## config.mk

```make
export PLATFORM = sky130hd
export DESIGN_NAME = quadrature_encoder_position
export DESIGN_NICKNAME = d
export VERILOG_FILES = /design/src/hw/rtl/qep_pkg.sv /design/src/hw/rtl/qep_ctrl.sv /design/src/hw/rtl/qep_dp.sv /design/src/hw/rtl/quadrature_encoder_position.sv
export SDC_FILE = /design/constraint.sdc
export NUM_CORES = 1
export LEC_CHECK = 0
export BUFFER_PORTS_ARGS = -buffer_cell sky130_fd_sc_hd__buf_2
export CAP_MARGIN = 25
export CORE_MARGIN = 3
export CORE_UTILIZATION = 25
export DETAILED_ROUTE_END_ITERATION = 12
export SLEW_MARGIN = 20
export SYNTH_ARGS = -nofsm -noshare
export SYNTH_HDL_FRONTEND = slang
export SYNTH_SLANG_ARGS = --single-unit
```

## constraint.sdc

```tcl
create_clock -name i_clk -period 6.2 [get_ports i_clk]
set_input_delay 1.55 -clock i_clk [delete_from_list [all_inputs] [get_ports i_clk]]
set_output_delay 1.55 -clock i_clk [all_outputs]
set_load 0.005 [all_outputs]
```

## src/hw/rtl/qep_pkg.sv

```systemverilog
// Shared types, codes and helpers for the quadrature encoder position block.
package qep_pkg;

    // Item operation codes
    typedef enum logic [1:0] {
        OP_EDGE_A = 2'd0,
        OP_EDGE_B = 2'd1,
        OP_TICK   = 2'd2,
        OP_READ   = 2'd3
    } t_qep_op;

    // Configuration register indexes
    localparam logic [1:0] CFG_RANGE_MAX = 2'd0;
    localparam logic [1:0] CFG_START_POS = 2'd1;
    localparam logic [1:0] CFG_ROLL_OVER = 2'd2;
    localparam logic [1:0] CFG_COOLDOWN  = 2'd3;

    localparam int CFG_IDX_W   = 2;
    localparam int CFG_DATA_W  = 32;
    localparam int TIME_W      = 32;
    localparam int COOLDOWN_W  = 16;
    localparam int RANGE_RESET = 255;

    // Phase codes and step masks
    localparam logic [1:0] PHASE_ZERO = 2'b00;
    localparam logic [1:0] PHASE_A    = 2'b01;
    localparam logic [1:0] PHASE_B    = 2'b11;

    // Controller states
    typedef enum logic [1:0] {
        S_IDLE,
        S_DIV,
        S_ADJ,
        S_FIN
    } t_qep_state;

    // Commands from controller to datapath
    typedef struct packed {
        logic edge_a;
        logic edge_b;
        logic tick;
        logic rd_start;
        logic div_step;
        logic adjust;
        logic finish;
    } t_qep_cmd;

    // Phase from pin levels: (b,a) 00,01,11,10 -> 0,1,2,3
    function automatic logic [1:0] pins_to_phase(input logic pin_b, input logic pin_a);
        logic [1:0] ph;
        unique case ({pin_b, pin_a})
            2'b00:   ph = 2'd0;
            2'b01:   ph = 2'd1;
            2'b11:   ph = 2'd2;
            default: ph = 2'd3;
        endcase
        return ph;
    endfunction

endpackage

```

## src/hw/rtl/qep_ctrl.sv

```systemverilog
// Controller state machine: item acceptance, read sequencing, result register valid.
module qep_ctrl
    import qep_pkg::*;
#(
    parameter int PENDING_WIDTH = 32
) (
    input  logic     i_clk,
    input  logic     i_rst_n,
    input  logic     i_in_valid,
    input  t_qep_op  i_op,
    output logic     o_in_stall,
    output logic     o_out_valid,
    input  logic     i_out_stall,
    output t_qep_cmd o_cmd
);

    localparam int CNT_W = $clog2(PENDING_WIDTH);
    localparam logic [CNT_W-1:0] CNT_LAST = CNT_W'(PENDING_WIDTH - 1);

    t_qep_state       r_state, n_state;
    logic [CNT_W-1:0] r_cnt;
    logic             r_out_valid;
    logic             w_in_acc;
    logic             w_out_free;

    assign o_in_stall  = (r_state != S_IDLE);
    assign w_in_acc    = i_in_valid && !o_in_stall;
    assign w_out_free  = !r_out_valid || !i_out_stall;
    assign o_out_valid = r_out_valid;

    // Next state
    always_comb begin
        n_state = r_state;
        unique case (r_state)
            S_IDLE: begin
                if (w_in_acc && i_op == OP_READ) n_state = S_DIV;
            end
            S_DIV: begin
                if (r_cnt == '0) n_state = S_ADJ;
            end
            S_ADJ: n_state = S_FIN;
            S_FIN: begin
                if (w_out_free) n_state = S_IDLE;
            end
            default: n_state = S_IDLE;
        endcase
    end

    // Commands
    always_comb begin
        o_cmd = '0;
        unique case (r_state)
            S_IDLE: begin
                if (w_in_acc) begin
                    unique case (i_op)
                        OP_EDGE_A: o_cmd.edge_a   = 1'b1;
                        OP_EDGE_B: o_cmd.edge_b   = 1'b1;
                        OP_TICK:   o_cmd.tick     = 1'b1;
                        OP_READ:   o_cmd.rd_start = 1'b1;
                        default:   o_cmd          = '0;
                    endcase
                end
            end
            S_DIV:   o_cmd.div_step = 1'b1;
            S_ADJ:   o_cmd.adjust   = 1'b1;
            S_FIN:   o_cmd.finish   = w_out_free;
            default: o_cmd          = '0;
        endcase
    end

    // State, step counter and result valid
    always_ff @(posedge i_clk) begin
        if (!i_rst_n) begin
            r_state     <= S_IDLE;
            r_cnt       <= '0;
            r_out_valid <= 1'b0;
        end else begin
            r_state <= n_state;
            if (o_cmd.rd_start) begin
                r_cnt <= CNT_LAST;
            end else if (o_cmd.div_step) begin
                r_cnt <= r_cnt - CNT_W'(1);
            end
            if (o_cmd.finish) begin
                r_out_valid <= 1'b1;
            end else if (!i_out_stall) begin
                r_out_valid <= 1'b0;
            end
        end
    end

    a_read_enters_div: assert property (@(posedge i_clk) disable iff (!i_rst_n)
        (w_in_acc && i_op == OP_READ) |=> (r_state == S_DIV))
        else $error("read item did not start the division");

    a_div_exit: assert property (@(posedge i_clk) disable iff (!i_rst_n)
        (r_state == S_DIV && r_cnt == '0) |=> (r_state == S_ADJ))
        else $error("division did not end after its last step");

    a_valid_from_fin: assert property (@(posedge i_clk) disable iff (!i_rst_n)
        $rose(r_out_valid) |-> $past(r_state == S_FIN))
        else $error("result valid raised outside the finish state");

endmodule

```

## src/hw/rtl/qep_dp.sv

```systemverilog
// Datapath: config registers, edge counting, bit-serial modulo and position update.
module qep_dp
    import qep_pkg::*;
#(
    parameter int POSITION_WIDTH = 32,
    parameter int PENDING_WIDTH  = 32
) (
    input  logic                      i_clk,
    input  logic                      i_rst_n,
    input  logic                      i_cfg_we,
    input  logic [CFG_IDX_W-1:0]      i_cfg_idx,
    input  logic [CFG_DATA_W-1:0]     i_cfg_data,
    input  logic                      i_pin_a,
    input  logic                      i_pin_b,
    input  t_qep_cmd                  i_cmd,
    output logic [POSITION_WIDTH-1:0] o_position_out,
    output logic                      o_hit_limit
);

    localparam int PW = POSITION_WIDTH;
    localparam int QW = PENDING_WIDTH;
    localparam int NW = POSITION_WIDTH + 2;

    localparam logic [QW-1:0] PEND_MAX = {1'b0, {(QW-1){1'b1}}};
    localparam logic [QW-1:0] PEND_MIN = {1'b1, {(QW-1){1'b0}}};

    // Control state
    logic [PW-1:0]         r_range, r_start, r_pos;
    logic                  r_roll;
    logic [COOLDOWN_W-1:0] r_cool;
    logic [1:0]            r_phase;
    logic [QW-1:0]         r_pend;
    logic [TIME_W-1:0]     r_ms, r_last_a, r_last_b;

    // Read working registers
    logic                  r_sign;
    logic [QW-1:0]         r_quo;
    logic [PW:0]           r_rem;
    logic [NW-1:0]         r_np;
    logic [PW-1:0]         r_out_pos;
    logic                  r_out_hit;

    logic [PW:0]           w_mod;
    logic [NW-1:0]         w_trial, w_diff;
    logic [PW:0]           w_rem_next;
    logic [QW-1:0]         w_mag;
    logic [NW-1:0]         w_np, w_over_d, w_under_w;
    logic                  w_under, w_over;
    logic [PW-1:0]         w_new_pos;
    logic                  w_ok_a, w_ok_b;
    logic [QW-1:0]         w_pend_up, w_pend_dn;
    logic [PW-1:0]         w_cfg_range, w_cfg_start, w_reload;

    assign w_mod = {1'b0, r_range} + (PW + 1)'(1);

    // Cooldown checks, modulo 2^32 elapsed time
    assign w_ok_a = (r_ms - r_last_a) >= {{(TIME_W - COOLDOWN_W){1'b0}}, r_cool};
    assign w_ok_b = (r_ms - r_last_b) >= {{(TIME_W - COOLDOWN_W){1'b0}}, r_cool};

    // Saturating pending steps
    assign w_pend_up = (r_pend == PEND_MAX) ? r_pend : r_pend + QW'(1);
    assign w_pend_dn = (r_pend == PEND_MIN) ? r_pend : r_pend - QW'(1);

    // Magnitude of the pending count; the most negative value fits unsigned
    assign w_mag = r_pend[QW-1] ? (~r_pend + QW'(1)) : r_pend;

    // One restoring division step, remainder only
    assign w_trial    = {r_rem, r_quo[QW-1]};
    assign w_diff     = w_trial - {1'b0, w_mod};
    assign w_rem_next = w_diff[NW-1] ? w_trial[PW:0] : w_diff[PW:0];

    // Signed change applied to the position
    assign w_np = r_sign ? ({2'b00, r_pos} - {1'b0, r_rem})
                         : ({2'b00, r_pos} + {1'b0, r_rem});

    // Limit handling
    assign w_under   = r_np[NW-1];
    assign w_over_d  = r_np - {1'b0, w_mod};
    assign w_under_w = r_np + {1'b0, w_mod};
    assign w_over    = !w_under && !w_over_d[NW-1];

    always_comb begin
        if (w_under) begin
            w_new_pos = r_roll ? w_under_w[PW-1:0] : '0;
        end else if (w_over) begin
            w_new_pos = r_roll ? w_over_d[PW-1:0] : r_range;
        end else begin
            w_new_pos = r_np[PW-1:0];
        end
    end

    // Range or start write reloads the position
    assign w_cfg_range = (i_cfg_idx == CFG_RANGE_MAX) ? i_cfg_data[PW-1:0] : r_range;
    assign w_cfg_start = (i_cfg_idx == CFG_START_POS) ? i_cfg_data[PW-1:0] : r_start;
    assign w_reload    = (w_cfg_start <= w_cfg_range) ? w_cfg_start : '0;

    // Control state registers
    always_ff @(posedge i_clk) begin
        if (!i_rst_n) begin
            r_range  <= PW'(RANGE_RESET);
            r_start  <= '0;
            r_roll   <= 1'b0;
            r_cool   <= '0;
            r_pos    <= '0;
            r_phase  <= PHASE_ZERO;
            r_pend   <= '0;
            r_ms     <= '0;
            r_last_a <= '0;
            r_last_b <= '0;
        end else begin
            if (i_cfg_we) begin
                unique case (i_cfg_idx)
                    CFG_RANGE_MAX: begin
                        r_range <= w_cfg_range;
                        r_pos   <= w_reload;
                    end
                    CFG_START_POS: begin
                        r_start <= w_cfg_start;
                        r_pos   <= w_reload;
                    end
                    CFG_ROLL_OVER: r_roll <= i_cfg_data[0];
                    CFG_COOLDOWN:  r_cool <= i_cfg_data[COOLDOWN_W-1:0];
                    default:       r_roll <= r_roll;
                endcase
            end
            if (i_cmd.edge_a && w_ok_a) begin
                r_pend   <= r_phase[0] ? w_pend_dn : w_pend_up;
                r_phase  <= r_phase ^ PHASE_A;
                r_last_a <= r_ms;
            end
            if (i_cmd.edge_b && w_ok_b) begin
                r_pend   <= r_phase[0] ? w_pend_up : w_pend_dn;
                r_phase  <= r_phase ^ PHASE_B;
                r_last_b <= r_ms;
            end
            if (i_cmd.tick) begin
                r_ms <= r_ms + TIME_W'(1);
            end
            if (i_cmd.rd_start) begin
                r_pend  <= '0;
                r_phase <= pins_to_phase(i_pin_b, i_pin_a);
            end
            if (i_cmd.finish) begin
                r_pos <= w_new_pos;
            end
        end
    end

    // Read working registers and result
    always_ff @(posedge i_clk) begin
        if (i_cmd.rd_start) begin
            r_sign <= r_pend[QW-1];
            r_quo  <= w_mag;
            r_rem  <= '0;
        end
        if (i_cmd.div_step) begin
            r_quo <= {r_quo[QW-2:0], 1'b0};
            r_rem <= w_rem_next;
        end
        if (i_cmd.adjust) begin
            r_np <= w_np;
        end
        if (i_cmd.finish) begin
            r_out_pos <= w_new_pos;
            r_out_hit <= w_under || w_over;
        end
    end

    assign o_position_out = r_out_pos;
    assign o_hit_limit    = r_out_hit;

    a_pos_in_range: assert property (@(posedge i_clk) disable iff (!i_rst_n)
        r_pos <= r_range)
        else $error("position beyond range_max");

    a_pend_cleared: assert property (@(posedge i_clk) disable iff (!i_rst_n)
        i_cmd.rd_start |=> (r_pend == '0))
        else $error("pending count not cleared by read");

    a_rem_bound: assert property (@(posedge i_clk) disable iff (!i_rst_n)
        i_cmd.div_step |=> (r_rem <= {1'b0, r_range}))
        else $error("division remainder not below modulus");

endmodule

```

## src/hw/rtl/quadrature_encoder_position.sv

```systemverilog
// Top level of the quadrature encoder position counter.
// Items on the input channel are edges on A or B, millisecond ticks or
// position reads. Edges and ticks produce no result; an edge within
// cooldown_ms ticks of the last counted edge on the same channel is
// dropped. A read is accepted, then runs the bit-serial modulo of the
// pending count by range_max + 1, one bit per cycle, then adjust and
// finish; the finish waits for the result register to empty, and the
// block then accepts the next item while the result is still held. The
// phase starts at 0 after reset, so issue a read first to sync it with
// the pins. Write configuration only while no read is in progress.
module quadrature_encoder_position
    import qep_pkg::*;
#(
    parameter int POSITION_WIDTH = 32,
    parameter int PENDING_WIDTH  = 32
) (
    input  logic                      i_clk,
    input  logic                      i_rst_n,
    input  logic                      i_cfg_we,
    input  logic [CFG_IDX_W-1:0]      i_cfg_idx,
    input  logic [CFG_DATA_W-1:0]     i_cfg_data,
    input  logic                      i_in_valid,
    output logic                      o_in_stall,
    input  logic [1:0]                i_op,
    input  logic                      i_pin_a,
    input  logic                      i_pin_b,
    output logic                      o_out_valid,
    input  logic                      i_out_stall,
    output logic [POSITION_WIDTH-1:0] o_position_out,
    output logic                      o_hit_limit
);

    t_qep_cmd w_cmd;

    qep_ctrl #(
        .PENDING_WIDTH (PENDING_WIDTH)
    ) u_ctrl (
        .i_clk       (i_clk),
        .i_rst_n     (i_rst_n),
        .i_in_valid  (i_in_valid),
        .i_op        (t_qep_op'(i_op)),
        .o_in_stall  (o_in_stall),
        .o_out_valid (o_out_valid),
        .i_out_stall (i_out_stall),
        .o_cmd       (w_cmd)
    );

    qep_dp #(
        .POSITION_WIDTH (POSITION_WIDTH),
        .PENDING_WIDTH  (PENDING_WIDTH)
    ) u_dp (
        .i_clk          (i_clk),
        .i_rst_n        (i_rst_n),
        .i_cfg_we       (i_cfg_we),
        .i_cfg_idx      (i_cfg_idx),
        .i_cfg_data     (i_cfg_data),
        .i_pin_a        (i_pin_a),
        .i_pin_b        (i_pin_b),
        .i_cmd          (w_cmd),
        .o_position_out (o_position_out),
        .o_hit_limit    (o_hit_limit)
    );

endmodule

```

==> impl_metrics.toml <==
[cells_and_area]
reg_top3 = "u_dp.r_np (34), u_dp.r_rem (33)"
final_area_sq_um = 34640
fin_nets = 4106
drive_gt1_frac = 0.08078
fillers = 13155
areaGrowthSynthToFinish_pct = 12.67
largest_register_ffs = 34
top_register = "u_dp.r_np"
post-route-util = 0.2842

[critical_path]
cp.arrival_ns = 6.35
cp_max_fo = 14
worstSetupStartpointType = "flop"
endpoint_kind = "flop"
worstRegToRegCells = 22
regToRegStartpoint = "u_dp.r_last_b[4]$_SDFFE_PN0N_"
r2r_end = "u_dp.r_pend[20]$_SDFFE_PP0P_"
ff2ff_setup_slack_ns = 0.41
worstSetupPathType = "flop to flop"
crit_required_ns = 6.76

[synthesis]
yosys.area.top_type = "dfxtp_1"
synth_cell_types = 93
synth_warnings = 0
async_flop_share = 0
syn_inst = 3794
syn_nets = 4110
synth_edf_count = 132
ys.flop_type = "dfxtp_1"
ys_seq_elements = 383
avgSynthCellArea_sq_um = 8.102
yosysMostFrequentCell = "nand2_1"
synth_area_leaders = "dfxtp_1 16%, edfxtp_1 13%, ha_1 11%, a21oi_1 5.7%, nand2_1 5.6%"
synth_top_area_share = 0.1635
syn_area_sq_um = 30740
seq_area_frac_synth = 0.2924
synth_commonest_cells = "455 x nand2_1, 351 x a21oi_1, 290 x nor2_1"

[sta]
finalWorstSetupSlack_ns = 0.4127
tightest_slew_ns = 0.9935
fin_crit_ns = 5.787
fin_crit_sh = 0.9334
hold_viol_final = 0
slew_headroom = 0.3360
finalSetupViolCount = 0
fmax_ghz = 0.1728
clock_skew_ns = 0.04049
drv_slew = 0

[job]
drv_cap = 0

[placement]
io_buffers = 77
hpwl_mm = 71.46
gp_congestion = 0.9081
pre_cts_ws_ns = 0.2561
placed_area_sq_um = 33030

[clocking]
cts_made_buffers = 45
root_buffer = "clkbuf_16"
clk_pin_slew_ns = 0.06
tritoncts = "yes"
numClockSinks = 383
clk_path_buf_depth = 3
cts_max_level = 2
clk_latency_ns = 0.62
cts_hold_buffers = 0

[power_and_ir_drop]
vdd_drop_max_v = 0.0005041
power.leakage_nw = 13.94
p_per_area_nw_per_um2 = 308.7

[die]
core_area_sq_um = 121900
die_x_um = 356.7
die_area_sq_um = 127200
fp-row-count = 128
die_y_um = 356.7
pin_count = 78
start_util = 0.2522

[hold_path]
min_to = "u_dp.r_last_a[30]$_SDFFE_PN0P_"
hold_path_class = "flop to flop"
hp-start = "u_dp.r_last_a[30]$_SDFFE_PN0P_"
holdPathStages = 2

[drt]
detail_route.wl_per_cell_um = 16.97
dr.first_iter.drc_count = 2188
ant_nets = 0
num_vias = 27373
vias_per_cell = 5.016
first_pass_iters = 8
routed_wirelength_mm = 92.61
drc = 0

[grt]
grt_max_degree = 93
grt_pass1_vias = 25410
antenna_found_initial = 26
grt_overflow = 0
grt_pass1_wl_mm = 144.7
grtUsageTotal = 0.1412

[status]
status = "complete, no violations"
## cell usage in the layout (no fill, tap or decap), types with 114 or more instances in the layout
cell type | Yosys | final
nand2_1 | 455 | 455
inv_1 | 222 | 221
o21ai_0 | 164 | 162
edfxtp_1 | 132 | 132
dfxtp_1 | 251 | 249
ha_1 | 267 | 265
nor2_1 | 290 | 287
a21oi_1 | 351 | 348
xnor2_1 | 174 | 174
mux2i_1 | 114 | 114
## final cells by class
type                            count  area, sq um  area share
Antenna cell                        7        17.52   0.0005057
Clock buffer                       61         1236     0.03569
Clock inverter                     21        295.3    0.008525
Inverter                          225        847.1     0.02446
Multi-Input combinational cell   2995        20260      0.5849
Sequential cell                   383         8991      0.2596
Tap cell                         1625         2033     0.05870
Timing Repair Buffer              140        955.9     0.02760
## report_power, final
part / total (mW) / switching, mW / internal, mW
sequential: 3.34 / 0.303 / 3.03
clock: 2.83 / 1.20 / 1.63
combinational: 4.53 / 2.62 / 1.91
total: 10.7 / 4.13 / 6.57
## worst max path at each step
stage	start	end	slack, ns	depth (start not counted)
after global routing	u_dp.r_last_b[5]$_SDFFE_PN0N_	u_dp.r_pend[20]$_SDFFE_PP0P_	-0.02	23
after CTS	u_dp.r_ms[1]$_SDFFE_PN0P_	u_dp.r_pend[20]$_SDFFE_PP0P_	0.24	23
final	u_dp.r_last_b[4]$_SDFFE_PN0N_	u_dp.r_pend[20]$_SDFFE_PP0P_	0.41	22
after global placement	u_dp.r_ms[1]$_SDFFE_PN0P_	u_dp.r_pend[13]$_SDFFE_PP0P_	0.35	24
after detailed placement	u_dp.r_ms[1]$_SDFFE_PN0P_	u_dp.r_pend[20]$_SDFFE_PP0P_	0.26	23
after floorplan	i_cfg_idx[1]	u_dp.r_pos[10]$_SDFFE_PN0P_	0.95	20
## repair_timing
item | in CTS | in global routing
setup buffers | 0 | 1
resized for setup | 0 | 12
endpoints found under the setup margin | 0 | 39
## through the flow
stage / total power [mW] / std cells / setup TNS [ns] / hold slack [ns]
2_1_floorplan: 6.754 / 3794 / 0 / 0.4064
3_3_place_gp: 7.788 / 5366 / 0 / 0.4426
3_5_place_dp: 7.849 / 5367 / 0 / 0.4465
4_1_cts: 10.73 / 5449 / 0 / 0.4548
5_1_grt: 11.43 / 5453 / -0.01535 / 0.4732
6_report: 10.69 / 5457 / 0 / 0.4532
## worst max-delay path, cell delays in order (launching register included)
cell,delay (ns)
dfxtp_1,0.33
inv_1,0.04
ha_1,0.34
o211ai_1,0.13
a21oi_1,0.21
nor2_1,0.11
o21a_1,0.22
o21ai_1,0.20
xor2_1,0.17
ha_1,0.26
a21o_1,0.18
a2111oi_0,0.42
o41ai_1,0.22
a2111oi_2,0.38
o311ai_0,0.19
a2111oi_1,0.43
nand4_1,0.27
mux2i_1,0.30
buf_4,0.25
nand2_4,0.15
or3_1,0.43
a2111oi_2,0.36
a31o_1,0.14
## cells by family after synthesis
kind of cell | share of synthesized area
AO/OA/AOI/OAI | 0.2211
AND/OR/NAND/NOR | 0.1944
XOR/XNOR | 0.07632
multiplexers | 0.05067
flip-flops | 0.2924
adder cells (fa/ha/maj) | 0.1126
buffers and inverters | 0.05251
## per-layer routing
layer,GRT usage,vias up,share of wire
met5,0,-,0.00040
met4,0.03771,6,0.024
met3,0.02812,138,0.070
met2,0.2157,703,0.43
met1,0.2012,12943,0.48
li1,-,13583,-
No activity file was read; power rests on OpenSTA's default activity.
